$ cat src/sv/tle_pkg.sv
`timescale 1ns / 1ps

package tle_pkg;

   typedef struct packed {
      logic [1:0] req_type;
      logic [7:0] key_byte;
      logic       chunk_end;
      logic [3:0] read_index;
   } req_item_type;

   typedef struct packed {
      logic [7:0] out_byte;
      logic       byte_valid;
      logic [1:0] line_status;
      logic       run_last;
      logic [3:0] line_length;
      logic [3:0] cursor_pos;
   } rsp_item_type;

   typedef struct packed {
      logic [1:0] index;
      logic       value;
   } csr_item_type;

   localparam logic [1:0] REQ_KEY   = 2'd0;
   localparam logic [1:0] REQ_READ  = 2'd1;
   localparam logic [1:0] REQ_CLEAR = 2'd2;

   localparam logic [1:0] CSR_ECHO_CURSOR = 2'd0;
   localparam logic [1:0] CSR_HIDE_INPUT  = 2'd1;

   localparam logic [1:0] STAT_NONE   = 2'd0;
   localparam logic [1:0] STAT_ENTER  = 2'd1;
   localparam logic [1:0] STAT_CANCEL = 2'd2;

   localparam logic [7:0] K_BS    = 8'h08;
   localparam logic [7:0] K_DEL   = 8'h7f;
   localparam logic [7:0] K_ESC   = 8'h1b;
   localparam logic [7:0] K_CR    = 8'h0d;
   localparam logic [7:0] K_LF    = 8'h0a;
   localparam logic [7:0] K_LBR   = 8'h5b;
   localparam logic [7:0] K_HOME  = 8'h31;
   localparam logic [7:0] K_INS   = 8'h32;
   localparam logic [7:0] K_END   = 8'h34;
   localparam logic [7:0] K_RIGHT = 8'h43;
   localparam logic [7:0] K_LEFT  = 8'h44;
   localparam logic [7:0] K_STAR  = 8'h2a;
   localparam logic [7:0] K_SPACE = 8'h20;
   localparam logic [7:0] K_TILDE = 8'h7e;
   localparam logic [7:0] K_NUL   = 8'h00;

endpackage

$ cat src/sv/tle_chan.sv
`timescale 1ns / 1ps

interface tle_chan #(parameter type data_type = logic);
   logic     valid;
   logic     ready;
   data_type data;

   modport source (output valid, output data, input ready);
   modport sink (input valid, input data, output ready);
endinterface

$ cat src/sv/terminal_line_editor.sv
`timescale 1ns / 1ps

// sequence: an item steps through the states PRE, LRD/LEM, TAIL, SUF, REP and FIN;
// edits read and echo each shifted character from the line store plus the fixed echo bytes
// throughput: one item at a time, taken only in the idle state and set by the echo
// byte sequencer; a result stalled at the output stalls the sequence
// reset: synchronous, clears length, cursor and escape phase, echo_cursor 1,
// hide_input 0; the line store is not cleared

module terminal_line_editor #(
   parameter int LINE_CAPACITY = 16
) (
   input logic   clock,
   input logic   reset,
   tle_chan.sink   req_chan,
   tle_chan.source rsp_chan,
   tle_chan.sink   csr_chan
);

   localparam int LW = $clog2(LINE_CAPACITY);
   localparam int CW = (LW > 4) ? LW : 4;

   localparam logic [2:0] ST_IDLE = 3'd0;
   localparam logic [2:0] ST_PRE  = 3'd1;
   localparam logic [2:0] ST_LRD  = 3'd2;
   localparam logic [2:0] ST_LEM  = 3'd3;
   localparam logic [2:0] ST_TAIL = 3'd4;
   localparam logic [2:0] ST_SUF  = 3'd5;
   localparam logic [2:0] ST_REP  = 3'd6;
   localparam logic [2:0] ST_FIN  = 3'd7;

   localparam logic [1:0] PH_IDLE = 2'd0;
   localparam logic [1:0] PH_ESC  = 2'd1;
   localparam logic [1:0] PH_CSI  = 2'd2;
   localparam logic [1:0] PH_SKIP = 2'd3;

   localparam logic [1:0] WM_NONE  = 2'd0;
   localparam logic [1:0] WM_DOWN  = 2'd1;
   localparam logic [1:0] WM_CARRY = 2'd2;

   tle_pkg::req_item_type req;
   tle_pkg::rsp_item_type rsp_ff, rsp_in;
   logic rsp_v_ff, rsp_v_in;

   logic [2:0]    state_ff, state_in;
   logic [LW-1:0] len_ff, len_in, cur_ff, cur_in;
   logic [1:0]    esc_ff, esc_in;
   logic          echo_ff, echo_in, hide_ff, hide_in;
   logic [1:0]    st_ff, st_in;
   logic [7:0]    pre_ff [3];
   logic [7:0]    pre_in [3];
   logic [1:0]    npre_ff, npre_in;
   logic [LW-1:0] i_ff, i_in, hi_ff, hi_in;
   logic [1:0]    wm_ff, wm_in;
   logic          mask_ff, mask_in, tail_ff, tail_in;
   logic [7:0]    carry_ff, carry_in;
   logic [7:0]    suf_ff [2];
   logic [7:0]    suf_in [2];
   logic [1:0]    nsuf_ff, nsuf_in;
   logic [LW-1:0] rep_ff, rep_in;
   logic          gesc_ff, gesc_in;
   logic [7:0]    gch_ff, gch_in;
   logic [1:0]    k_ff, k_in;
   logic [7:0]    pend_ff, pend_in;
   logic          pend_v_ff, pend_v_in;

   logic          req_go, out_free, emit_req, emit_ok, emit_fire, fin_fire;
   logic [7:0]    emit_byte;
   logic          ram_we, ram_re;
   logic [LW-1:0] ram_waddr, ram_raddr;
   logic [7:0]    ram_wdata, ram_rdata;
   logic [LW-1:0] diff;
   logic [CW-1:0] ridx_cw, len_cw, cur_cw;

   assign req = req_chan.data;
   assign req_chan.ready = (state_ff == ST_IDLE);
   assign req_go = req_chan.valid && req_chan.ready;
   assign csr_chan.ready = 1'b1;
   assign rsp_chan.valid = rsp_v_ff;
   assign rsp_chan.data = rsp_ff;

   assign diff = len_ff - cur_ff;
   assign ridx_cw = CW'(req.read_index);
   assign len_cw = CW'(len_ff);
   assign cur_cw = CW'(cur_ff);

   tle_ram #(.WIDTH(8), .DEPTH(LINE_CAPACITY)) u_store (
      .clock (clock),
      .we    (ram_we),
      .waddr (ram_waddr),
      .wdata (ram_wdata),
      .re    (ram_re),
      .raddr (ram_raddr),
      .rdata (ram_rdata)
   );

   always_comb begin
      state_in = state_ff;
      len_in = len_ff;
      cur_in = cur_ff;
      esc_in = esc_ff;
      echo_in = echo_ff;
      hide_in = hide_ff;
      st_in = st_ff;
      pre_in = pre_ff;
      npre_in = npre_ff;
      i_in = i_ff;
      hi_in = hi_ff;
      wm_in = wm_ff;
      mask_in = mask_ff;
      tail_in = tail_ff;
      carry_in = carry_ff;
      suf_in = suf_ff;
      nsuf_in = nsuf_ff;
      rep_in = rep_ff;
      gesc_in = gesc_ff;
      gch_in = gch_ff;
      k_in = k_ff;
      pend_in = pend_ff;
      pend_v_in = pend_v_ff;
      rsp_in = rsp_ff;
      rsp_v_in = rsp_v_ff;
      ram_we = 1'b0;
      ram_re = 1'b0;
      ram_waddr = i_ff;
      ram_raddr = i_ff;
      ram_wdata = ram_rdata;
      emit_req = 1'b0;
      emit_byte = tle_pkg::K_NUL;
      fin_fire = 1'b0;

      if (csr_chan.valid) begin
         if (csr_chan.data.index == tle_pkg::CSR_ECHO_CURSOR) begin
            echo_in = csr_chan.data.value;
         end else if (csr_chan.data.index == tle_pkg::CSR_HIDE_INPUT) begin
            hide_in = csr_chan.data.value;
         end
      end

      // decode: final length, cursor and phase now, echo program for the sequencer
      if (req_go) begin
         state_in = ST_PRE;
         st_in = tle_pkg::STAT_NONE;
         npre_in = 2'd0;
         i_in = '0;
         hi_in = '0;
         wm_in = WM_NONE;
         mask_in = 1'b0;
         tail_in = 1'b0;
         carry_in = req.key_byte;
         nsuf_in = 2'd0;
         rep_in = '0;
         gesc_in = 1'b0;
         gch_in = tle_pkg::K_RIGHT;
         k_in = 2'd0;
         unique case (req.req_type)
            tle_pkg::REQ_KEY: begin
               esc_in = PH_IDLE;
               if (esc_ff == PH_SKIP) begin
                  esc_in = PH_SKIP;
               end else if (esc_ff == PH_ESC) begin
                  if (req.key_byte == tle_pkg::K_LBR) begin
                     esc_in = PH_CSI;
                  end
               end else if (esc_ff == PH_CSI) begin
                  if (req.key_byte == tle_pkg::K_RIGHT) begin
                     if (cur_ff < len_ff) begin
                        cur_in = cur_ff + 1'b1;
                        if (echo_ff) begin
                           npre_in = 2'd3;
                           pre_in[0] = tle_pkg::K_ESC;
                           pre_in[1] = tle_pkg::K_LBR;
                           pre_in[2] = tle_pkg::K_RIGHT;
                        end
                     end
                  end else if (req.key_byte == tle_pkg::K_LEFT) begin
                     if (cur_ff != '0) begin
                        cur_in = cur_ff - 1'b1;
                        if (echo_ff) begin
                           npre_in = 2'd1;
                           pre_in[0] = tle_pkg::K_BS;
                        end
                     end
                  end else if (req.key_byte == tle_pkg::K_HOME) begin
                     cur_in = '0;
                     rep_in = echo_ff ? cur_ff : '0;
                     gesc_in = 1'b1;
                     gch_in = tle_pkg::K_LEFT;
                     esc_in = PH_SKIP;
                  end else if (req.key_byte == tle_pkg::K_END) begin
                     cur_in = len_ff;
                     rep_in = echo_ff ? diff : '0;
                     gesc_in = 1'b1;
                     gch_in = tle_pkg::K_RIGHT;
                     esc_in = PH_SKIP;
                  end else if (req.key_byte == tle_pkg::K_INS) begin
                     esc_in = PH_SKIP;
                  end
               end else if (req.key_byte == tle_pkg::K_ESC) begin
                  if (req.chunk_end) begin
                     if (len_ff != '0) begin
                        st_in = tle_pkg::STAT_CANCEL;
                     end
                  end else begin
                     esc_in = PH_ESC;
                  end
               end else if (req.key_byte == tle_pkg::K_BS) begin
                  if (cur_ff != '0 && len_ff != '0) begin
                     npre_in = 2'd1;
                     pre_in[0] = tle_pkg::K_BS;
                     i_in = cur_ff;
                     hi_in = len_ff;
                     wm_in = WM_DOWN;
                     nsuf_in = 2'd2;
                     suf_in[0] = tle_pkg::K_SPACE;
                     suf_in[1] = tle_pkg::K_BS;
                     rep_in = diff;
                     cur_in = cur_ff - 1'b1;
                     len_in = len_ff - 1'b1;
                  end
               end else if (req.key_byte == tle_pkg::K_DEL) begin
                  if (cur_ff < len_ff) begin
                     i_in = cur_ff + 1'b1;
                     hi_in = len_ff;
                     wm_in = WM_DOWN;
                     nsuf_in = 2'd1;
                     suf_in[0] = tle_pkg::K_SPACE;
                     rep_in = diff;
                     len_in = len_ff - 1'b1;
                  end
               end else if (req.key_byte == tle_pkg::K_CR) begin
                  npre_in = 2'd2;
                  pre_in[0] = tle_pkg::K_CR;
                  pre_in[1] = tle_pkg::K_LF;
                  st_in = tle_pkg::STAT_ENTER;
                  esc_in = PH_SKIP;
               end else if (req.key_byte >= tle_pkg::K_SPACE && req.key_byte <= tle_pkg::K_TILDE
                            && len_ff < LW'(LINE_CAPACITY - 1)) begin
                  npre_in = 2'd1;
                  pre_in[0] = hide_ff ? tle_pkg::K_STAR : req.key_byte;
                  i_in = cur_ff;
                  hi_in = len_ff;
                  wm_in = WM_CARRY;
                  mask_in = hide_ff;
                  tail_in = 1'b1;
                  rep_in = diff;
                  cur_in = cur_ff + 1'b1;
                  len_in = len_ff + 1'b1;
               end
               if (req.chunk_end) begin
                  esc_in = PH_IDLE;
               end
            end
            tle_pkg::REQ_READ: begin
               if (ridx_cw < len_cw) begin
                  i_in = ridx_cw[LW-1:0];
                  hi_in = ridx_cw[LW-1:0] + 1'b1;
               end else begin
                  npre_in = 2'd1;
                  pre_in[0] = tle_pkg::K_NUL;
               end
            end
            tle_pkg::REQ_CLEAR: begin
               len_in = '0;
               cur_in = '0;
               esc_in = PH_IDLE;
            end
            default: begin
            end
         endcase
      end

      out_free = !rsp_v_ff || rsp_chan.ready;
      emit_ok = !pend_v_ff || out_free;

      unique case (state_ff)
         ST_IDLE: begin
         end
         ST_PRE: begin
            if (k_ff < npre_ff) begin
               emit_req = 1'b1;
               emit_byte = pre_ff[k_ff];
               if (emit_ok) begin
                  k_in = k_ff + 1'b1;
               end
            end else begin
               k_in = 2'd0;
               state_in = ST_LRD;
            end
         end
         ST_LRD: begin
            if (i_ff < hi_ff) begin
               ram_re = 1'b1;
               state_in = ST_LEM;
            end else begin
               state_in = ST_TAIL;
            end
         end
         ST_LEM: begin
            emit_req = 1'b1;
            emit_byte = mask_ff ? tle_pkg::K_STAR : ram_rdata;
            if (emit_ok) begin
               if (wm_ff == WM_DOWN) begin
                  ram_we = 1'b1;
                  ram_waddr = i_ff - 1'b1;
                  ram_wdata = ram_rdata;
               end else if (wm_ff == WM_CARRY) begin
                  ram_we = 1'b1;
                  ram_waddr = i_ff;
                  ram_wdata = carry_ff;
                  carry_in = ram_rdata;
               end
               i_in = i_ff + 1'b1;
               state_in = ST_LRD;
            end
         end
         ST_TAIL: begin
            if (tail_ff) begin
               ram_we = 1'b1;
               ram_waddr = hi_ff;
               ram_wdata = carry_ff;
            end
            state_in = ST_SUF;
         end
         ST_SUF: begin
            if (k_ff < nsuf_ff) begin
               emit_req = 1'b1;
               emit_byte = suf_ff[k_ff[0]];
               if (emit_ok) begin
                  k_in = k_ff + 1'b1;
               end
            end else begin
               k_in = 2'd0;
               state_in = ST_REP;
            end
         end
         ST_REP: begin
            if (rep_ff != '0) begin
               emit_req = 1'b1;
               if (!gesc_ff) begin
                  emit_byte = tle_pkg::K_BS;
               end else if (k_ff == 2'd0) begin
                  emit_byte = tle_pkg::K_ESC;
               end else if (k_ff == 2'd1) begin
                  emit_byte = tle_pkg::K_LBR;
               end else begin
                  emit_byte = gch_ff;
               end
               if (emit_ok) begin
                  if (!gesc_ff || k_ff == 2'd2) begin
                     k_in = 2'd0;
                     rep_in = rep_ff - 1'b1;
                  end else begin
                     k_in = k_ff + 1'b1;
                  end
               end
            end else begin
               state_in = ST_FIN;
            end
         end
         ST_FIN: begin
            if (out_free) begin
               fin_fire = 1'b1;
               state_in = ST_IDLE;
            end
         end
         default: begin
            state_in = ST_IDLE;
         end
      endcase

      emit_fire = emit_req && emit_ok;

      if (rsp_chan.ready) begin
         rsp_v_in = 1'b0;
      end
      if ((emit_fire && pend_v_ff) || fin_fire) begin
         rsp_v_in = 1'b1;
         rsp_in.out_byte = (fin_fire && !pend_v_ff) ? tle_pkg::K_NUL : pend_ff;
         rsp_in.byte_valid = pend_v_ff;
         rsp_in.line_status = st_ff;
         rsp_in.run_last = fin_fire;
         rsp_in.line_length = len_cw[3:0];
         rsp_in.cursor_pos = cur_cw[3:0];
      end
      if (emit_fire) begin
         pend_in = emit_byte;
         pend_v_in = 1'b1;
      end else if (fin_fire) begin
         pend_v_in = 1'b0;
      end
   end

   always_ff @(posedge clock) begin
      if (reset) begin
         state_ff <= ST_IDLE;
         len_ff <= '0;
         cur_ff <= '0;
         esc_ff <= PH_IDLE;
         echo_ff <= 1'b1;
         hide_ff <= 1'b0;
         pend_v_ff <= 1'b0;
         rsp_v_ff <= 1'b0;
         k_ff <= 2'd0;
      end else begin
         state_ff <= state_in;
         len_ff <= len_in;
         cur_ff <= cur_in;
         esc_ff <= esc_in;
         echo_ff <= echo_in;
         hide_ff <= hide_in;
         pend_v_ff <= pend_v_in;
         rsp_v_ff <= rsp_v_in;
         k_ff <= k_in;
      end
      st_ff <= st_in;
      pre_ff <= pre_in;
      npre_ff <= npre_in;
      i_ff <= i_in;
      hi_ff <= hi_in;
      wm_ff <= wm_in;
      mask_ff <= mask_in;
      tail_ff <= tail_in;
      carry_ff <= carry_in;
      suf_ff <= suf_in;
      nsuf_ff <= nsuf_in;
      rep_ff <= rep_in;
      gesc_ff <= gesc_in;
      gch_ff <= gch_in;
      pend_ff <= pend_in;
      rsp_ff <= rsp_in;
   end

`ifndef SYNTHESIS
   a_cursor_in_line: assert property (@(posedge clock) disable iff (reset)
      cur_ff <= len_ff)
      else $error("cursor beyond line length");

   a_len_in_capacity: assert property (@(posedge clock) disable iff (reset)
      len_ff < LW'(LINE_CAPACITY - 1) || len_ff == LW'(LINE_CAPACITY - 1))
      else $error("line length beyond capacity");

   a_idle_no_pending: assert property (@(posedge clock) disable iff (reset)
      state_ff == ST_IDLE |-> !pend_v_ff)
      else $error("pending echo byte left at idle");

   a_fin_gives_last: assert property (@(posedge clock) disable iff (reset)
      (state_ff == ST_FIN && out_free) |=> (rsp_v_ff && rsp_ff.run_last))
      else $error("run end not delivered as last item");
`endif

endmodule

$ cat src/sv/tle_ram.sv
`timescale 1ns / 1ps

module tle_ram #(
   parameter int WIDTH = 8,
   parameter int DEPTH = 16
) (
   input  logic                     clock,
   input  logic                     we,
   input  logic [$clog2(DEPTH)-1:0] waddr,
   input  logic [WIDTH-1:0]         wdata,
   input  logic                     re,
   input  logic [$clog2(DEPTH)-1:0] raddr,
   output logic [WIDTH-1:0]         rdata
);

   logic [WIDTH-1:0] mem_ff [DEPTH];
   logic [WIDTH-1:0] rdata_ff;

   always_ff @(posedge clock) begin
      if (we) begin
         mem_ff[waddr] <= wdata;
      end
      if (re) begin
         rdata_ff <= mem_ff[raddr];
      end
   end

   assign rdata = rdata_ff;

endmodule

$ cat src/flat_wrapper.sv
// flat-port wrapper written by rule: the top's interface ports become plain ports
module terminal_line_editor_flat import tle_pkg::*;
#(
   parameter int LINE_CAPACITY = 16
)
  (clock, reset, req_chan_valid, req_chan_data, req_chan_ready, rsp_chan_valid, rsp_chan_data, rsp_chan_ready, csr_chan_valid, csr_chan_data, csr_chan_ready);
  tle_chan #(.data_type(req_item_type)) req_chan_i ();
  tle_chan #(.data_type(rsp_item_type)) rsp_chan_i ();
  tle_chan #(.data_type(csr_item_type)) csr_chan_i ();
  input logic clock;
  input logic reset;
  input wire logic [$bits(req_chan_i.valid)-1:0] req_chan_valid;
  input wire logic [$bits(req_chan_i.data)-1:0] req_chan_data;
  output wire logic [$bits(req_chan_i.ready)-1:0] req_chan_ready;
  output wire logic [$bits(rsp_chan_i.valid)-1:0] rsp_chan_valid;
  output wire logic [$bits(rsp_chan_i.data)-1:0] rsp_chan_data;
  input wire logic [$bits(rsp_chan_i.ready)-1:0] rsp_chan_ready;
  input wire logic [$bits(csr_chan_i.valid)-1:0] csr_chan_valid;
  input wire logic [$bits(csr_chan_i.data)-1:0] csr_chan_data;
  output wire logic [$bits(csr_chan_i.ready)-1:0] csr_chan_ready;
  assign req_chan_i.valid = req_chan_valid;
  assign req_chan_i.data = req_chan_data;
  assign req_chan_ready = req_chan_i.ready;
  assign rsp_chan_valid = rsp_chan_i.valid;
  assign rsp_chan_data = rsp_chan_i.data;
  assign rsp_chan_i.ready = rsp_chan_ready;
  assign csr_chan_i.valid = csr_chan_valid;
  assign csr_chan_i.data = csr_chan_data;
  assign csr_chan_ready = csr_chan_i.ready;
  terminal_line_editor #(.LINE_CAPACITY(LINE_CAPACITY)) u_core (.clock(clock), .reset(reset), .req_chan(req_chan_i), .rsp_chan(rsp_chan_i), .csr_chan(csr_chan_i));
endmodule
$ cat config.mk
export PLATFORM = sky130hd
export DESIGN_NAME = terminal_line_editor_flat
export DESIGN_NICKNAME = d
export VERILOG_FILES = /design/src/sv/tle_pkg.sv /design/src/sv/tle_chan.sv /design/src/sv/terminal_line_editor.sv /design/src/sv/tle_ram.sv /design/src/flat_wrapper.sv
export SDC_FILE = /design/constraint.sdc
export NUM_CORES = 1
export LEC_CHECK = 0
export ABC_CLOCK_PERIOD_IN_PS = 3050
export BUFFER_PORTS_ARGS = -buffer_cell sky130_fd_sc_hd__buf_2
export CAP_MARGIN = 20
export CORE_MARGIN = 2
export CORE_UTILIZATION = 56
export CTS_BUF_LIST = sky130_fd_sc_hd__clkbuf_16
export CTS_CLUSTER_SIZE = 20
export DETAILED_ROUTE_END_ITERATION = 8
export HOLD_SLACK_MARGIN = 0.08
export PLACE_DENSITY_LB_ADDON = 0.12
export SLEW_MARGIN = 25
export SYNTH_ARGS = -nofsm -noshare
export SYNTH_HDL_FRONTEND = slang
export SYNTH_SLANG_ARGS = --single-unit
$ cat constraint.sdc
create_clock -name clock -period 3.05 [get_ports clock]
set_clock_uncertainty 0.1 [all_clocks]
set_input_delay 0.305 -clock clock [delete_from_list [all_inputs] [get_ports clock]]
set_output_delay 0.305 -clock clock [all_outputs]
set_load 0.01 [all_outputs]
==> impl_metrics.sql <==
INSERT INTO impl_metrics (metric_group, metric, value, unit) VALUES
('power', 'power.density', '602', 'nW/µm²'),
('power', 'cellLeakagePower', '4.53', 'nW'),
('cells_and_area', 'design.final.nets', '1047', ''),
('power', 'power.combinational.fraction', '15.5', '%'),
('die', 'die_area', '20800', 'µm²'),
('setup_path', 'data_arrival_time_of_the_critical_path', '3150', 'ps'),
('route', 'detail_route.vias_per_cell', '6.12', ''),
('placement', 'place.detailed.instances', '1224', ''),
('power', 'internal_power', '5.71', 'mW'),
('clock_network', 'cts.clk_slew.worst_paths', '60', 'ps'),
('cells_and_area', 'layoutNonFillerInstCount', '1277', ''),
('synthesis', 'synth.lib_cells_used.distinct', '78', ''),
('clock_network', 'clk_latency', '520', 'ps'),
('synthesis', 'post_synth_and_or_nand_nor_area_fraction', '12.9', '%'),
('synthesis', 'ys.flop_type', 'sky130_fd_sc_hd__edfxtp_1', ''),
('clock_network', 'cts_made_buffers', '23', ''),
('global_route', 'pin_count_of_the_biggest_net_entering_global_routing', '28', ''),
('synthesis', 'synthesis.area', '11000', 'µm²'),
('global_route', 'first_pass_grt_wire_length', '44300', 'µm'),
('global_route', 'global_route.usage.total', '28.5', '%'),
('setup_path', 'endpoint_kind', 'flop', ''),
('synthesis', 'synth_top_cell_area_share', '51.5', '%'),
('synthesis', 'seq_area_frac_synth', '57.9', '%'),
('clock_network', 'tritoncts', 'done', ''),
('cells_and_area', 'design_area', '12700', 'µm²'),
('status', 'outcome', 'finished, final reports clean', ''),
('clock_network', 'post_cts.repair.setup_buffers', '0', ''),
('clock_network', 'clk_path_buf_depth', '3', ''),
('synthesis', 'combinational_family_with_the_most_area_after_synthesis', 'simple AND/OR/NAND/NOR gates', ''),
('cells_and_area', 'share_of_layout_cells_above_drive_strength_1', '18.0', '%'),
('clock_network', 'htree_num_levels', '1', ''),
('synthesis', 'post_synthesis_cell_count', '906', ''),
('route', 'drt_pre_antenna_iters', '8', ''),
('synthesis', 'synthesis_stage_register_bit_count', '224', ''),
('route', 'drtIter0Drc', '723', ''),
('cells_and_area', 'antennaDiodeCount', '0', ''),
('timing', 'fin_setup_tns', '0', 'ps'),
('die', 'die_span_in_x', '144', 'µm'),
('route', 'postRouteAntennaNets', '0', ''),
('die', 'io-pin-count', '46', ''),
('power', 'switching_share', '25.4', '%'),
('power', 'irDropWorstVdd', '0.642', 'mV'),
('cells_and_area', 'growth_of_design_area_from_synthesis_to_finish', '15.4', '%'),
('power', 'switching_power_of_the_nets', '1.94', 'mW'),
('synthesis', 'synth-compound-area-share', '12.8', '%'),
('timing', 'finalCriticalPeriod', '2860', 'ps'),
('timing', 'max-slew-margin-rel', '55.1', '%'),
('synthesis', 'mappedNetlistNets', '958', ''),
('setup_path', 'worst-setup-path-type', 'reg2reg', ''),
('route', 'route.final.wire_length', '28900', 'µm'),
('synthesis', 'yosysMostFrequentCell', 'sky130_fd_sc_hd__edfxtp_1', ''),
('power', 'clkPwrFrac', '39.3', '%'),
('placement', 'place_congestion', '0.919', ''),
('setup_path', 'cp_max_fo', '7', ''),
('die', 'initial_core_util', '56.8', '%'),
('timing', 'drv_slew', '0', ''),
('timing', 'maximum_clock_rate', '0.350', 'GHz'),
('synthesis', 'yosys.area_share.adder', '3.36', '%'),
('timing', 'timing.final.hold_violations', '0', ''),
('synthesis', 'synth_edf_count', '189', ''),
('timing', 'grt_setup_unrepaired', 'false', ''),
('synthesis', 'synth_top_cells_by_area', 'sky130_fd_sc_hd__edfxtp_1 52%, sky130_fd_sc_hd__dfxtp_1 6.4%, sky130_fd_sc_hd__mux2i_1 4.1%, sky130_fd_sc_hd__mux4_2 3.7%, sky130_fd_sc_hd__ha_1 3.2%', ''),
('die', 'core_area', '19400', 'µm²'),
('synthesis', 'post_synth_mux_area_share', '8.79', '%'),
('placement', 'port_buffers', '44', ''),
('synthesis', 'average_cell_area_after_synthesis', '12.2', 'µm²'),
('route', 'vias', '7821', ''),
('clock_network', 'cts_num_sinks', '224', ''),
('setup_path', 'nature_of_the_critical_path_startpoint', 'flop', ''),
('run', 'cap_viol_max_count', '0', ''),
('clock_network', 'clk_root_buffer_cell', 'sky130_fd_sc_hd__clkbuf_16', '');
[logic make-up (layout without fill, tap and decap cells)]
kind of cell | Yosys count | after routing
AOI/OAI and AO/OA | 204 | 204
buffers and inverters | 86 | 192
muxes | 73 | 73
other | 1 | 1
adders and majority gates | 29 | 29
and+or+nand+nor | 276 | 276
DFF | 224 | 224
xor gates and xnor gates | 13 | 13
[cells in the final DEF, fill, tap and decap left out, drive strengths merged, types with 9 or more instances in the layout]
| cell | n |
|---|---|
| mux4 | 18 |
| dfxtp | 35 |
| clkbuf | 23 |
| edfxtp | 189 |
| nor2 | 77 |
| nor2b | 16 |
| mux2i | 45 |
| buf | 98 |
| a21o | 10 |
| inv | 46 |
| nor3 | 15 |
| a211oi | 11 |
| ha | 28 |
| a221oi | 9 |
| nand2b | 11 |
| nand3 | 18 |
| o21ai | 44 |
| mux2 | 10 |
| nand2 | 80 |
| dlygate4sd3 | 11 |
| a21oi | 52 |
| a22oi | 10 |
[worst max-delay path, stage by stage (launching register included)]
cell and delay, ps:
sky130_fd_sc_hd__dfxtp_1 470, sky130_fd_sc_hd__inv_1 160, sky130_fd_sc_hd__fa_1 450, sky130_fd_sc_hd__a211o_1 270, sky130_fd_sc_hd__o211ai_1 320, sky130_fd_sc_hd__nor2_1 180
sky130_fd_sc_hd__o311a_1 400, sky130_fd_sc_hd__a41oi_2 250, sky130_fd_sc_hd__o21ai_1 120
[through the flow]
stage	hold slack (ps)	utilization [%]	power, mW
after floorplan	300	-	4.32
after global placement	302	60.7	4.67
after detailed placement	307	60.7	4.68
after CTS	83.1	65.5	7.69
after global routing	113	65.5	7.92
final	94.6	65.5	7.65
[power groups by stage]
stage               combinational, mW  sequential, mW  clock, mW
finish                           1.19            3.45       3.01
global route                     1.29            3.46       3.17
CTS                              1.19            3.45       3.05
detailed placement               1.17            3.51          0
global placement                 1.16            3.52          0
floorplan                       0.834            3.49          0
[registers in the layout (all words and copies together), names as in the netlist, 2 cells and up]
| signal | flops |
|---|---|
| u_core.wm_ff | 2 |
| u_core.carry_ff | 8 |
| u_core.u_store.rdata | 8 |
| u_core.len_cw | 4 |
| u_core.k_ff | 2 |
| u_core.st_ff | 2 |
| u_core.u_store.mem_ff | 128 |
| u_core.pre_ff | 9 |
| u_core.rep_ff | 4 |
| u_core.esc_ff | 2 |
| u_core.state_ff | 3 |
| u_core.i_ff | 4 |
| u_core.hi_ff | 4 |
| u_core.rsp_chan.data | 20 |
| u_core.pend_ff | 8 |
| u_core.cur_cw | 4 |
| u_core.nsuf_ff | 2 |
| u_core.npre_ff | 2 |
| u_core.gch_ff | 2 |
[per-layer routing]
metal  up-vias  GRT usage [%]  routed length [µm]
li1       3627              -                   -
met1      3791           36.7               11600
met2       326           48.5               14200
met3        77           3.84                1730
met4         0           12.6                1380
met5         -              0                   0
[timing repair]
action | 4_1_cts | 5_1_grt
setup endpoints to repair | 0 | 3
hold buffers | 11 | 0
resized for setup | 0 | 1
hold endpoints to repair | 10 | 0
[cell type report]
class	instances	area, µm²
multi-input combinational	596	4300
timing repair buffer	109	736
fill	1510	6690
clock inverter	19	241
clock buffer	23	576
sequential	224	6380
tap	265	332
inverter	41	154
[path summary, 6_finish.rpt]
| kind | depth (start not counted) | slack [ps] | start | to |
|---|---|---|---|---|
| worst max-delay path | 8 | 190 | u_core.cur_cw[1]$_SDFFE_PP0P_ | u_core.rep_ff[3]$_DFF_P_ |
| worst min register to register | 0 | 320 | u_core.st_ff[0]$_SDFFCE_PP0P_ | u_core.rsp_chan.data[9]$_DFFE_PP_ |
| worst max register to register | 8 | 190 | u_core.cur_cw[1]$_SDFFE_PP0P_ | u_core.rep_ff[3]$_DFF_P_ |
| worst min-delay path | 3 | 90 | rsp_chan_ready | u_core.rsp_chan.valid$_SDFFE_PP0P_ |
Power figures use the tool's default switching activity.
